## config.mk

```make
export PLATFORM = sky130hd
export DESIGN_NAME = ste_ctrl
export DESIGN_NICKNAME = d
export VERILOG_FILES = /design/src/sv/ste_pkg.sv /design/src/sv/ste_ctrl.sv
export VERILOG_INCLUDE_DIRS = /design/src /design/src/sv
export SDC_FILE = /design/constraint.sdc
export NUM_CORES = 1
export LEC_CHECK = 0
export BUFFER_PORTS_ARGS = -buffer_cell sky130_fd_sc_hd__buf_4
export CORE_AREA = 8 8 45 47
export CTS_CLUSTER_DIAMETER = 150
export DETAILED_ROUTE_END_ITERATION = 7
export DIE_AREA = 0 0 53 55
export GPL_TIMING_DRIVEN = 0
export SLEW_MARGIN = 20
export SYNTH_ARGS = -nofsm -noshare
export SYNTH_HDL_FRONTEND = slang
export SYNTH_SLANG_ARGS = --single-unit
```

## constraint.sdc

```tcl
create_clock -name clk -period 2.69 [get_ports clk]
set_clock_uncertainty 0.15 [all_clocks]
set_input_delay 0.538 -clock clk [delete_from_list [all_inputs] [get_ports clk]]
set_output_delay 0.538 -clock clk [all_outputs]
set_load 0.05 [all_outputs]
```

## src/sv/assert_macros.svh

```systemverilog
// Assertion helpers shared by the table engine modules.
// Each macro expects clk and arst_n to exist in the using module.
`ifndef ASSERT_MACROS_SVH
`define ASSERT_MACROS_SVH

// A property that must hold at every clock edge out of reset.
`define ASSERT_ALWAYS(label, prop, msg) \
	label: assert property (@(posedge clk) disable iff (!arst_n) (prop)) else $error(msg);

// A condition that must be followed by a consequence in the next cycle.
`define ASSERT_NEXT(label, ante, cons, msg) \
	label: assert property (@(posedge clk) disable iff (!arst_n) (ante) |=> (cons)) \
		else $error(msg);

// A condition that must hold together with a consequence in the same cycle.
`define ASSERT_SAME(label, ante, cons, msg) \
	label: assert property (@(posedge clk) disable iff (!arst_n) (ante) |-> (cons)) \
		else $error(msg);

`endif

```

## src/sv/ste_pkg.sv

```systemverilog
`timescale 1ns / 1ps
// ----------------------------------------------------------------------------
// Sorted table engine package
// Shared types and constants for the controller, datapath and top level.
// ----------------------------------------------------------------------------
package ste_pkg;

	localparam int CAPACITY_DEF = 64;

	localparam logic [1:0] OP_INSERT = 2'd0;
	localparam logic [1:0] OP_REMOVE = 2'd1;
	localparam logic [1:0] OP_SEARCH = 2'd2;

	typedef struct packed {
		logic [1:0]         op;
		logic signed [31:0] value;
	} cmd_t;

	typedef struct packed {
		logic               hit;
		logic               overflow;
		logic               is_empty;
		logic [6:0]         entry_count;
		logic signed [31:0] smallest;
	} rsp_t;

	typedef enum logic [1:0] {
		ST_IDLE,
		ST_COMPARE,
		ST_UPDATE
	} state_t;

	typedef struct packed {
		logic load;
		logic cmp_en;
		logic ins_en;
		logic rem_en;
		logic hit;
		logic overflow;
		logic report;
	} ctrl_t;

	typedef struct packed {
		logic [1:0] op;
		logic       full;
		logic       found;
	} status_t;

endpackage

```

## src/sv/ste_ctrl.sv

```systemverilog
`timescale 1ns / 1ps
`include "assert_macros.svh"
// ----------------------------------------------------------------------------
// Sorted table engine controller
// Sequences the compare and update cycles and decides each command's outcome.
// ----------------------------------------------------------------------------
module ste_ctrl (
	input  logic              clk,
	input  logic              arst_n,
	input  logic              start,
	input  ste_pkg::status_t  status,
	output logic              busy,
	output ste_pkg::ctrl_t    ctrl
);

	ste_pkg::state_t state_q;
	ste_pkg::state_t state_d;

	always_ff @(posedge clk or negedge arst_n) begin
		if (!arst_n) begin
			state_q <= ste_pkg::ST_IDLE;
		end else begin
			state_q <= state_d;
		end
	end

	always_comb begin
		state_d = state_q;
		unique case (state_q)
			ste_pkg::ST_IDLE: begin
				if (start) state_d = ste_pkg::ST_COMPARE;
			end
			ste_pkg::ST_COMPARE: begin
				state_d = ste_pkg::ST_UPDATE;
			end
			ste_pkg::ST_UPDATE: begin
				state_d = start ? ste_pkg::ST_COMPARE : ste_pkg::ST_IDLE;
			end
			default: begin
				state_d = ste_pkg::ST_IDLE;
			end
		endcase
	end

	always_comb begin
		busy     = (state_q == ste_pkg::ST_COMPARE);
		ctrl     = '0;
		ctrl.load = start && !busy;
		unique case (state_q)
			ste_pkg::ST_COMPARE: begin
				ctrl.cmp_en = 1'b1;
			end
			ste_pkg::ST_UPDATE: begin
				ctrl.report = 1'b1;
				case (status.op)
					ste_pkg::OP_INSERT: begin
						ctrl.ins_en   = !status.full;
						ctrl.hit      = !status.full;
						ctrl.overflow = status.full;
					end
					ste_pkg::OP_REMOVE: begin
						ctrl.rem_en = status.found;
						ctrl.hit    = status.found;
					end
					ste_pkg::OP_SEARCH: begin
						ctrl.hit = status.found;
					end
					default: begin
						ctrl.hit = 1'b0;
					end
				endcase
			end
			default: begin
				ctrl.cmp_en = 1'b0;
			end
		endcase
	end

	`ASSERT_NEXT(a_cmp_then_upd, state_q == ste_pkg::ST_COMPARE, state_q == ste_pkg::ST_UPDATE, "Compare cycle not followed by update")
	`ASSERT_SAME(a_ins_has_room, ctrl.ins_en, !status.full && !ctrl.rem_en, "Insert enabled into a full table")
	`ASSERT_SAME(a_busy_compare, busy, ctrl.cmp_en, "Busy outside a compare cycle")

endmodule

```

# Yosys cells after proc, flatten, opt, wreduce, memory -nomap -nowiden
# Index checks and enable logic that the tools add are counted.
dict set report totals {
  reg_bits 2
  in_bits 7
  output_inout_bits 8
  wordCells 21
}
dict set report classes {
  n_eq_ne 5
  n_mux 9
  reduce_logical 6
}
# op count
set op_table {}
lappend op_table {{$pmux 2 s3} 1}
lappend op_table {{$mux 1} 5}
lappend op_table {{$mux 5} 1}
lappend op_table {{$eq 2x1->1 const B} 2}
lappend op_table {{$eq 2x2->1 const B} 2}
lappend op_table {{$logic_not 2->1} 2}
lappend op_table {{$logic_not 1->1} 2}
lappend op_table {{$mux 2} 1}
lappend op_table {{$ne 2x2->1 const B} 1}
lappend op_table {{$pmux 1 s2} 1}
lappend op_table {{$reduce_or 2->1} 1}
lappend op_table {{$logic_and 1x1->1} 1}

# Longest topological paths before layout
# Gate-level depths: netlist of the first run.
dict set report logic_depth {
  ltp_word 4
  depth_mapped 4
  mapped_depth_nobuf 4
}

# Worst setup path after synthesis of the first run
# OpenSTA, ideal clock, no wires.
dict set report synth_timing {
  path_type {input port to output port}
  startpoint {in status[3] in the netlist's numbering}
  endpoint {out ctrl[2] in the netlist's numbering}
  t_arrival_ns 1.610
  t_required_ns 2.002
  setup_slack_ns 0.392
  cell_stages 4
  n_path_buf 0
  cell_sequence {inv_1 ha_1 nand2_1 a2111oi_4}
}
# element line_no
set synth_rtl {}
lappend synth_rtl {{start, declared} ste_ctrl.sv:11} ;# input ste_pkg::status_t status,
lappend synth_rtl {{end, declared} ste_ctrl.sv:13} ;# output ste_pkg::ctrl_t ctrl

==> metrics.cfg, run 1 <==
[final_layout]
nFillCells = 157
reg.largest.list = state_q: 2 flops
nets = 50
regMostFlops = state_q
syn2layout_area_growth_pct = 75.4
largest_register_ffs = 2
drive_gt1_share_pct = 57.9
layout_common_cells = buf_4, inv_1, nor2b_1, ha_1, clkbuf_4
final_common_cell = buf_4
antenna_cells = 0

[die]
core_area_um2 = 1380
ios = 15
die-width_um = 53
rows = 14
start_util_pct = 15.1
die_h_um = 55
dieArea_um2 = 2920

[pwr]
leakage_nw = 0.201
ir_worst_vdd_mv = 0.173
powerDensity_nw_per_um2 = 427

[timing]
fin_crit_sh_pct = 84.9
timing.final.crit_period_ns = 2.28
maxSlewHeadroom_pct = 84.2
worstMarginPinSlew_ns = 0.237
holdWs_ns = 0.307
drv_slew = 0
rsz0062_at_grt = false
fin_setup_tns_ns = 0
finalHoldViolations = 0
setup_viol = 0
fmax_mhz = 438

[synth]
synthDistinctLibCells = 13
synth_area_um2 = 209
ys_ff_latch = 2
yosys_warnings = 0
synthesis.nets = 30
syn_area_per_cell_um2 = 10.4
ys_seq_area_share_pct = 24.0
postSynthCellCount = 20

[global_routing]
grt_pass1_wl_um = 724
grt_remaining_overflow = 0
grt_max_degree = 6
antenna_found_initial = 0
grtUsageTotal_pct = 3.71
grt_pass1_vias = 211

[min_path]
hp-class = register to register
whs_endpoint = state_q[1]$_DFFE_PN0P_
min_path_cells = 1
min_from = state_q[1]$_DFFE_PN0P_

[placed_design]
portBuffers = 14
dp_hpwl_um = 450
place_congestion = 0.612

[drt]
drc = 0
route.detailed.wl_per_inst_um = 9.43
drt_wl_total_um = 509
num_vias = 201
vias_per_cell = 3.72
antenna_left = 0
drtPass1Iterations = 1
drt_iter0_markers = 0

[cts]
cts_tree = built
insertion_delay_ns = 0.22
cts-root-buf = clkbuf_4
clockBufferDepth = 2
clkTransAtPathRegs_ns = 0.03
clock-sinks = 2
cts_setup_buffers = 0
htree_num_levels = 1
numCtsBuffers = 3

[flow_run]
maxCapViolations = 0

[critical_path]
critPathLaunchType = input pin
cp-end-kind = primary output
crit_type = input pin to primary output
crit_required_ns = 2.00
path_max_fanout = 3
worstPathArrival_ns = 1.60
r2r_start = state_q[0]$_DFFE_PN0P_
rr_endpoint = state_q[1]$_DFFE_PN0P_
r2r_setup_slack_ns = 1.83
rr_worst_depth = 1

[run_status]
status = finished clean

-- cell type report --
cell class	instances	area, µm²	share of cell area, %
Buffer	1	7.51	2.05
Inverter	3	11.3	3.07
Tap cell	16	20.0	5.46
Sequential cell	2	50.0	13.7
Multi-Input combinational cell	14	140	38.2
Timing Repair Buffer	15	115	31.4
Clock buffer	3	22.5	6.14
-- kinds of logic after synthesis --
logic type / count (synthesis) / share of synthesized area (%)
and+or+nand+nor: 10 / 35.9
buffers and inverters: 4 / 8.98
adders and majority gates: 3 / 18.0
DFF: 2 / 24.0
AOI/OAI and AO/OA: 1 / 13.2
-- worst max-delay path, cell delays in order --
cell	delay [ns]
buf_4	0.11
inv_1	0.07
ha_1	0.22
nand2b_4	0.07
a2111oi_4	0.33
buf_4	0.25
-- worst max path at each step --
| stage | from | cells past startpoint | slack, ns | end |
|---|---|---|---|---|
| 3_5_place_dp | status[3] | 6 | 0.39 | ctrl[2] |
| 6_report | status[3] | 6 | 0.41 | ctrl[2] |
| 2_1_floorplan | status[3] | 4 | 0.39 | ctrl[2] |
| 4_1_cts | status[3] | 6 | 0.39 | ctrl[2] |
| 5_1_grt | status[3] | 6 | 0.35 | ctrl[2] |
| 3_3_place_gp | status[3] | 6 | 0.41 | ctrl[2] |
-- synth_stat cells --
cell,n,share of area (%)
and3_1,1,3.0
and3b_1,1,4.2
nand2b_4,1,6.6
ha_1,3,18
nand2_1,1,1.8
inv_1,3,5.4
a2111oi_4,1,13
buf_4,1,3.6
nor2b_1,3,9.0
and3_2,1,3.6
dfrtp_1,2,24
nor2b_2,1,4.2
and2b_1,1,3.6
-- through the flow --
step	power (mW)	instance area (µm²)	std cells	setup WS [ns]	util [%]
3_3_place_gp	0.0911	334	50	0.411	24.1
5_1_grt	0.168	367	54	0.349	26.5
6_report	0.157	367	54	0.406	26.5
2_1_floorplan	0.0719	209	20	0.392	-
3_5_place_dp	0.0919	334	50	0.388	24.1
4_1_cts	0.160	367	54	0.393	26.5
-- where the power goes --
part           internal, mW  switching, mW  total (mW)  leakage [nW]
logic                0.0230         0.0336      0.0566         0.162
registers            0.0325        0.00275      0.0353        0.0254
clock network        0.0491         0.0156      0.0647        0.0138
-- what timing repair did --
action | in CTS | in global routing
gates resized for setup | 0 | 0
hold buffers | 1 | 0
hold endpoints to repair | 2 | 0
-- metal layers --
layer	track usage, %	wire length, µm
met5	0	0
met4	5.17	8
met3	4.01	94
met2	5.86	271
met1	1.67	135
(Power assumes the default switching activity.)
==> run 2: changes to the inputs <==
==> constraint.sdc (replaced) <==
create_clock -name clk -period 2.1 [get_ports clk]
set_clock_uncertainty 0.15 [all_clocks]
set_input_delay 0.42 -clock clk [delete_from_list [all_inputs] [get_ports clk]]
set_output_delay 0.42 -clock clk [all_outputs]
set_load 0.05 [all_outputs]
==> run 2 against run 1 <==
Net effect: first-iteration DRC count up 2; cell area up 0.68%; setup slack worse by 0.35 ns; routed wire length up 1.2%; clock power up 28%; die area unchanged.
==> metrics.cfg, run 2 (same netlist as run 1, synthesis figures left out) <==
[final_layout]
antenna_cells = 0
syn2layout_area_growth_pct = 76.6
nets = 50
nFillCells = 154
regMostFlops = state_q
reg.largest.list = state_q: 2 flops
layout_common_cells = buf_4, inv_1, ha_1, clkbuf_4
stdcell_area_um2 = 369
largest_register_ffs = 2
drive_gt1_share_pct = 60.5
final_common_cell = buf_4

[die]
core_area_um2 = 1380
die_h_um = 55
die-width_um = 53
rows = 14
dieArea_um2 = 2920
start_util_pct = 15.1
ios = 15

[timing]
rsz0062_at_grt = false
setup_viol = 0
fin_setup_tns_ns = 0
finalHoldViolations = 0
drv_slew = 0
maxSlewHeadroom_pct = 84.5
fin_crit_sh_pct = 97.1
timing.final.crit_period_ns = 2.04
worstMarginPinSlew_ns = 0.233
fmax_mhz = 490
holdWs_ns = 0.276

[placed_design]
place_congestion = 0.649
portBuffers = 14
place_area_um2 = 337

[global_routing]
grt_max_degree = 6
grt_pass1_vias = 221
grtUsageTotal_pct = 4.20
grt_remaining_overflow = 0
grt_pass1_wl_um = 821
antenna_found_initial = 0

[critical_path]
r2r_setup_slack_ns = 1.25
max_stage_delay_ns = 0.32
crit_required_ns = 1.53
path_max_fanout = 3
critPathLaunchType = input pin
critPathSlowestCell = a2111oi_4
cp-end-kind = primary output
path_cells = buf_4 > inv_1 > ha_1 > nand2b_4 > a2111oi_4 > buf_4
crit_top_cell = buf_4
worstPathArrival_ns = 1.47
crit_type = input pin to primary output

[pwr]
ir_worst_vdd_mv = 0.161
leakage_nw = 0.203
powerDensity_nw_per_um2 = 545

[drt]
route.detailed.wl_per_inst_um = 9.54
drt_iter0_markers = 2
vias_per_cell = 3.61
drt_wl_total_um = 515
num_vias = 195
antenna_left = 0
drtPass1Iterations = 4
drc = 0

[cts]
numCtsBuffers = 3
htree_num_levels = 1
clock-sinks = 2
insertion_delay_ns = 0.22
clkTransAtPathRegs_ns = 0.03
post_cts_resized = 0
clockBufferDepth = 2
cts_tree = built
cts-root-buf = clkbuf_4

[min_path]
hp-class = input pin to register

[run_status]
status = finished clean

[flow_run]
maxCapViolations = 0

run 2: cell counts in the layout (fill, tap and decap cells not counted):
No cell type changed its count.
run 2: path summary, 6_finish.rpt:
check,from,endpoint,depth (start not counted)
max,status[3],ctrl[2],6
min,start,state_q[0]$_DFFE_PN0P_,2
max reg2reg,state_q[0]$_DFFE_PN0P_,state_q[1]$_DFFE_PN0P_,1
min reg2reg,state_q[1]$_DFFE_PN0P_,state_q[1]$_DFFE_PN0P_,1
max in group asynchronous,arst_n,state_q[0]$_DFFE_PN0P_,2
min in group asynchronous,arst_n,state_q[1]$_DFFE_PN0P_,2
run 2: final cells by class:
| class | instances | area (µm²) | area share [%] |
|---|---|---|---|
| flip-flops and latches | 2 | 50.0 | 13.6 |
| plain buffers | 1 | 7.51 | 2.03 |
| clock buffers | 3 | 22.5 | 6.10 |
| multi-input cells | 14 | 143 | 38.6 |
| repair buffers | 15 | 115 | 31.2 |
| well taps | 16 | 20.0 | 5.42 |
| inverters | 3 | 11.3 | 3.05 |
run 2: where the power goes:
part / internal, mW / switching, mW / total [mW]
clock network: 0.0629 / 0.0201 / 0.0830
logic: 0.0296 / 0.0429 / 0.0725
registers: 0.0416 / 0.00391 / 0.0455
total: 0.134 / 0.0669 / 0.201
run 2: repair_timing:
action                    CTS  global route
setup buffers               0             0
hold buffers                1             0
hold endpoints to repair    2             0
run 2: through the flow:
step	power [mW]	std cells	setup slack [ns]	utilization [%]
after floorplan	0.0928	20	0.0380	-
after global placement	0.117	50	0.0626	24.3
after detailed placement	0.118	50	0.0458	24.3
after CTS	0.210	54	0.0498	26.7
after global routing	0.216	54	0.00823	26.7
final	0.201	54	0.0604	26.7
run 2: metal layers:
layer	GRT usage [%]	wire [µm]	vias up
li1	-	-	100
met5	0	0	-
met3	2.41	58	0
met1	3.79	200	86
met4	6.47	0	0
met2	5.47	255	9
run 2: worst max-delay path, delay by kind of cell:
kind	cells	cell delay (ns)
AO/OA/AOI/OAI	1	0.32
adder cells (fa/ha/maj)	1	0.22
buffers and inverters	3	0.43
AND/OR/NAND/NOR	1	0.07
==> run 3: changes to the inputs <==
--- a/config.mk
+++ b/config.mk
@@ -12,6 +12,8 @@
 export DETAILED_ROUTE_END_ITERATION = 7
 export DIE_AREA = 0 0 53 55
 export GPL_TIMING_DRIVEN = 0
+export HOLD_SLACK_MARGIN = 0.12
+export SKIP_LAST_GASP = 1
 export SLEW_MARGIN = 20
 export SYNTH_ARGS = -nofsm -noshare
 export SYNTH_HDL_FRONTEND = slang
==> constraint.sdc (replaced) <==
create_clock -name clk -period 1.8 [get_ports clk]
set_clock_uncertainty 0.15 [all_clocks]
set_input_delay 0.36 -clock clk [delete_from_list [all_inputs] [get_ports clk]]
set_output_delay 0.36 -clock clk [all_outputs]
set_load 0.05 [all_outputs]
==> run 3 against run 2 <==
Net effect: highest routed layer unchanged; sequential cell count did not move; sequential power rose by 18%; die area did not move; combinational power rose by 41%; total power rose by 26%; clock-buffer cell count did not move.
==> metrics.cfg, run 3 (same netlist as run 1, synthesis figures left out) <==
[cts]
clock-sinks = 2
cts-root-buf = clkbuf_4
cts_tree = built
cts_setup_buffers = 0
clkTransAtPathRegs_ns = 0.03
htree_num_levels = 1
numCtsBuffers = 3
insertion_delay_ns = 0.22
clockBufferDepth = 2

[placed_design]
post-place-ws_ns = -0.127
portBuffers = 14
place_congestion = 0.668
dp_hpwl_um = 494

[drt]
num_vias = 211
drt_iter0_markers = 1
drc = 0
route.detailed.wl_per_inst_um = 10.4
vias_per_cell = 3.91
drtPass1Iterations = 2
drt_wl_total_um = 563
antenna_left = 0

[die]
die-width_um = 53
core_area_um2 = 1380
rows = 14
die_h_um = 55
dieArea_um2 = 2920
start_util_pct = 15.1
ios = 15

[global_routing]
grt_pass1_vias = 223
grt_remaining_overflow = 0
grt_max_degree = 6
grt_pass1_wl_um = 903
antenna_found_initial = 0
grtUsageTotal_pct = 4.26

[critical_path]
worstPathArrival_ns = 1.29
r2r_setup_slack_ns = 0.93
crit_type = input pin to primary output
crit_required_ns = 1.29
cp-end-kind = primary output
path_max_fanout = 2
critPathLaunchType = input pin

[timing]
maxSlewHeadroom_pct = 81.9
holdWs_ns = 0.226
drv_slew = 0
fin_ws_ns = 0.000305
timing.final.crit_period_ns = 1.80
rsz0062_at_grt = true
fin_crit_sh_pct = 100
worstMarginPinSlew_ns = 0.271
setup_viol = 0
finalHoldViolations = 0
fmax_mhz = 556

[final_layout]
nets = 50
final_common_cell = buf_4
drive_gt1_share_pct = 76.3
syn2layout_area_growth_pct = 106
antenna_cells = 0
reg.largest.list = state_q: 2 flops
final_util_pct = 31.1
regMostFlops = state_q
layout_common_cells = buf_4, clkbuf_4
largest_register_ffs = 2
nFillCells = 143

[run_status]
status = finished clean

[pwr]
leakage_nw = 0.216
powerDensity_nw_per_um2 = 587
ir_worst_vdd_mv = 0.355

[flow_run]
maxCapViolations = 0

[min_path]
hp-class = input pin to register

-- run 3: through the flow --
step / power, mW / TNS, ns / instance area [µm²] / instances
5_1_grt: 0.268 / -0.0379 / 430 / 54
3_3_place_gp: 0.152 / -0.123 / 379 / 50
6_report: 0.253 / 0 / 430 / 54
3_5_place_dp: 0.152 / -0.127 / 379 / 50
2_1_floorplan: 0.118 / -0.164 / 254 / 20
4_1_cts: 0.260 / -0.00934 / 430 / 54
-- run 3: area by class of cell --
cell class                      count  area (µm²)  share of cell area [%]
Buffer                              1        7.51                    1.74
Clock buffer                        3        22.5                    5.23
Inverter                            3        26.3                    6.10
Multi-Input combinational cell     14         170                    39.5
Sequential cell                     2        50.0                    11.6
Tap cell                           16        20.0                    4.65
Timing Repair Buffer               15         134                    31.1
-- run 3: worst paths after layout --
check,start,cells past startpoint,endpoint
min,start,2,state_q[0]$_DFFE_PN0P_
min reg2reg,state_q[1]$_DFFE_PN0P_,1,state_q[1]$_DFFE_PN0P_
max reg2reg,state_q[0]$_DFFE_PN0P_,1,state_q[1]$_DFFE_PN0P_
max in group asynchronous,arst_n,2,state_q[0]$_DFFE_PN0P_
min in group asynchronous,arst_n,2,state_q[1]$_DFFE_PN0P_
max,status[3],6,ctrl[2]
-- run 3: critical path, stage by stage --
cell	delay (ns)
buf_8	0.09
inv_8	0.03
ha_4	0.26
nand2_4	0.04
a2111oi_4	0.30
buf_6	0.21
-- run 3: layer usage --
| layer | routed length [µm] | track usage, % |
|---|---|---|
| met1 | 262 | 4.71 |
| met2 | 194 | 5.27 |
| met3 | 106 | 4.55 |
| met4 | 0 | 1.29 |
| met5 | 0 | 0 |
-- run 3: report_power, final --
group          total (mW)  switching, mW  internal (mW)
Combinational       0.102         0.0565         0.0457
Sequential         0.0535        0.00496         0.0486
Clock              0.0968         0.0234         0.0734
Total               0.253         0.0850          0.168
-- run 3: timing repair --
| item | in CTS | in global routing |
|---|---|---|
| gates resized for setup | 5 | 0 |
| endpoints found under the setup margin | 1 | 1 |
| hold endpoints to repair | 2 | 0 |
| pin swaps | 2 | 0 |
| hold buffers | 1 | 0 |
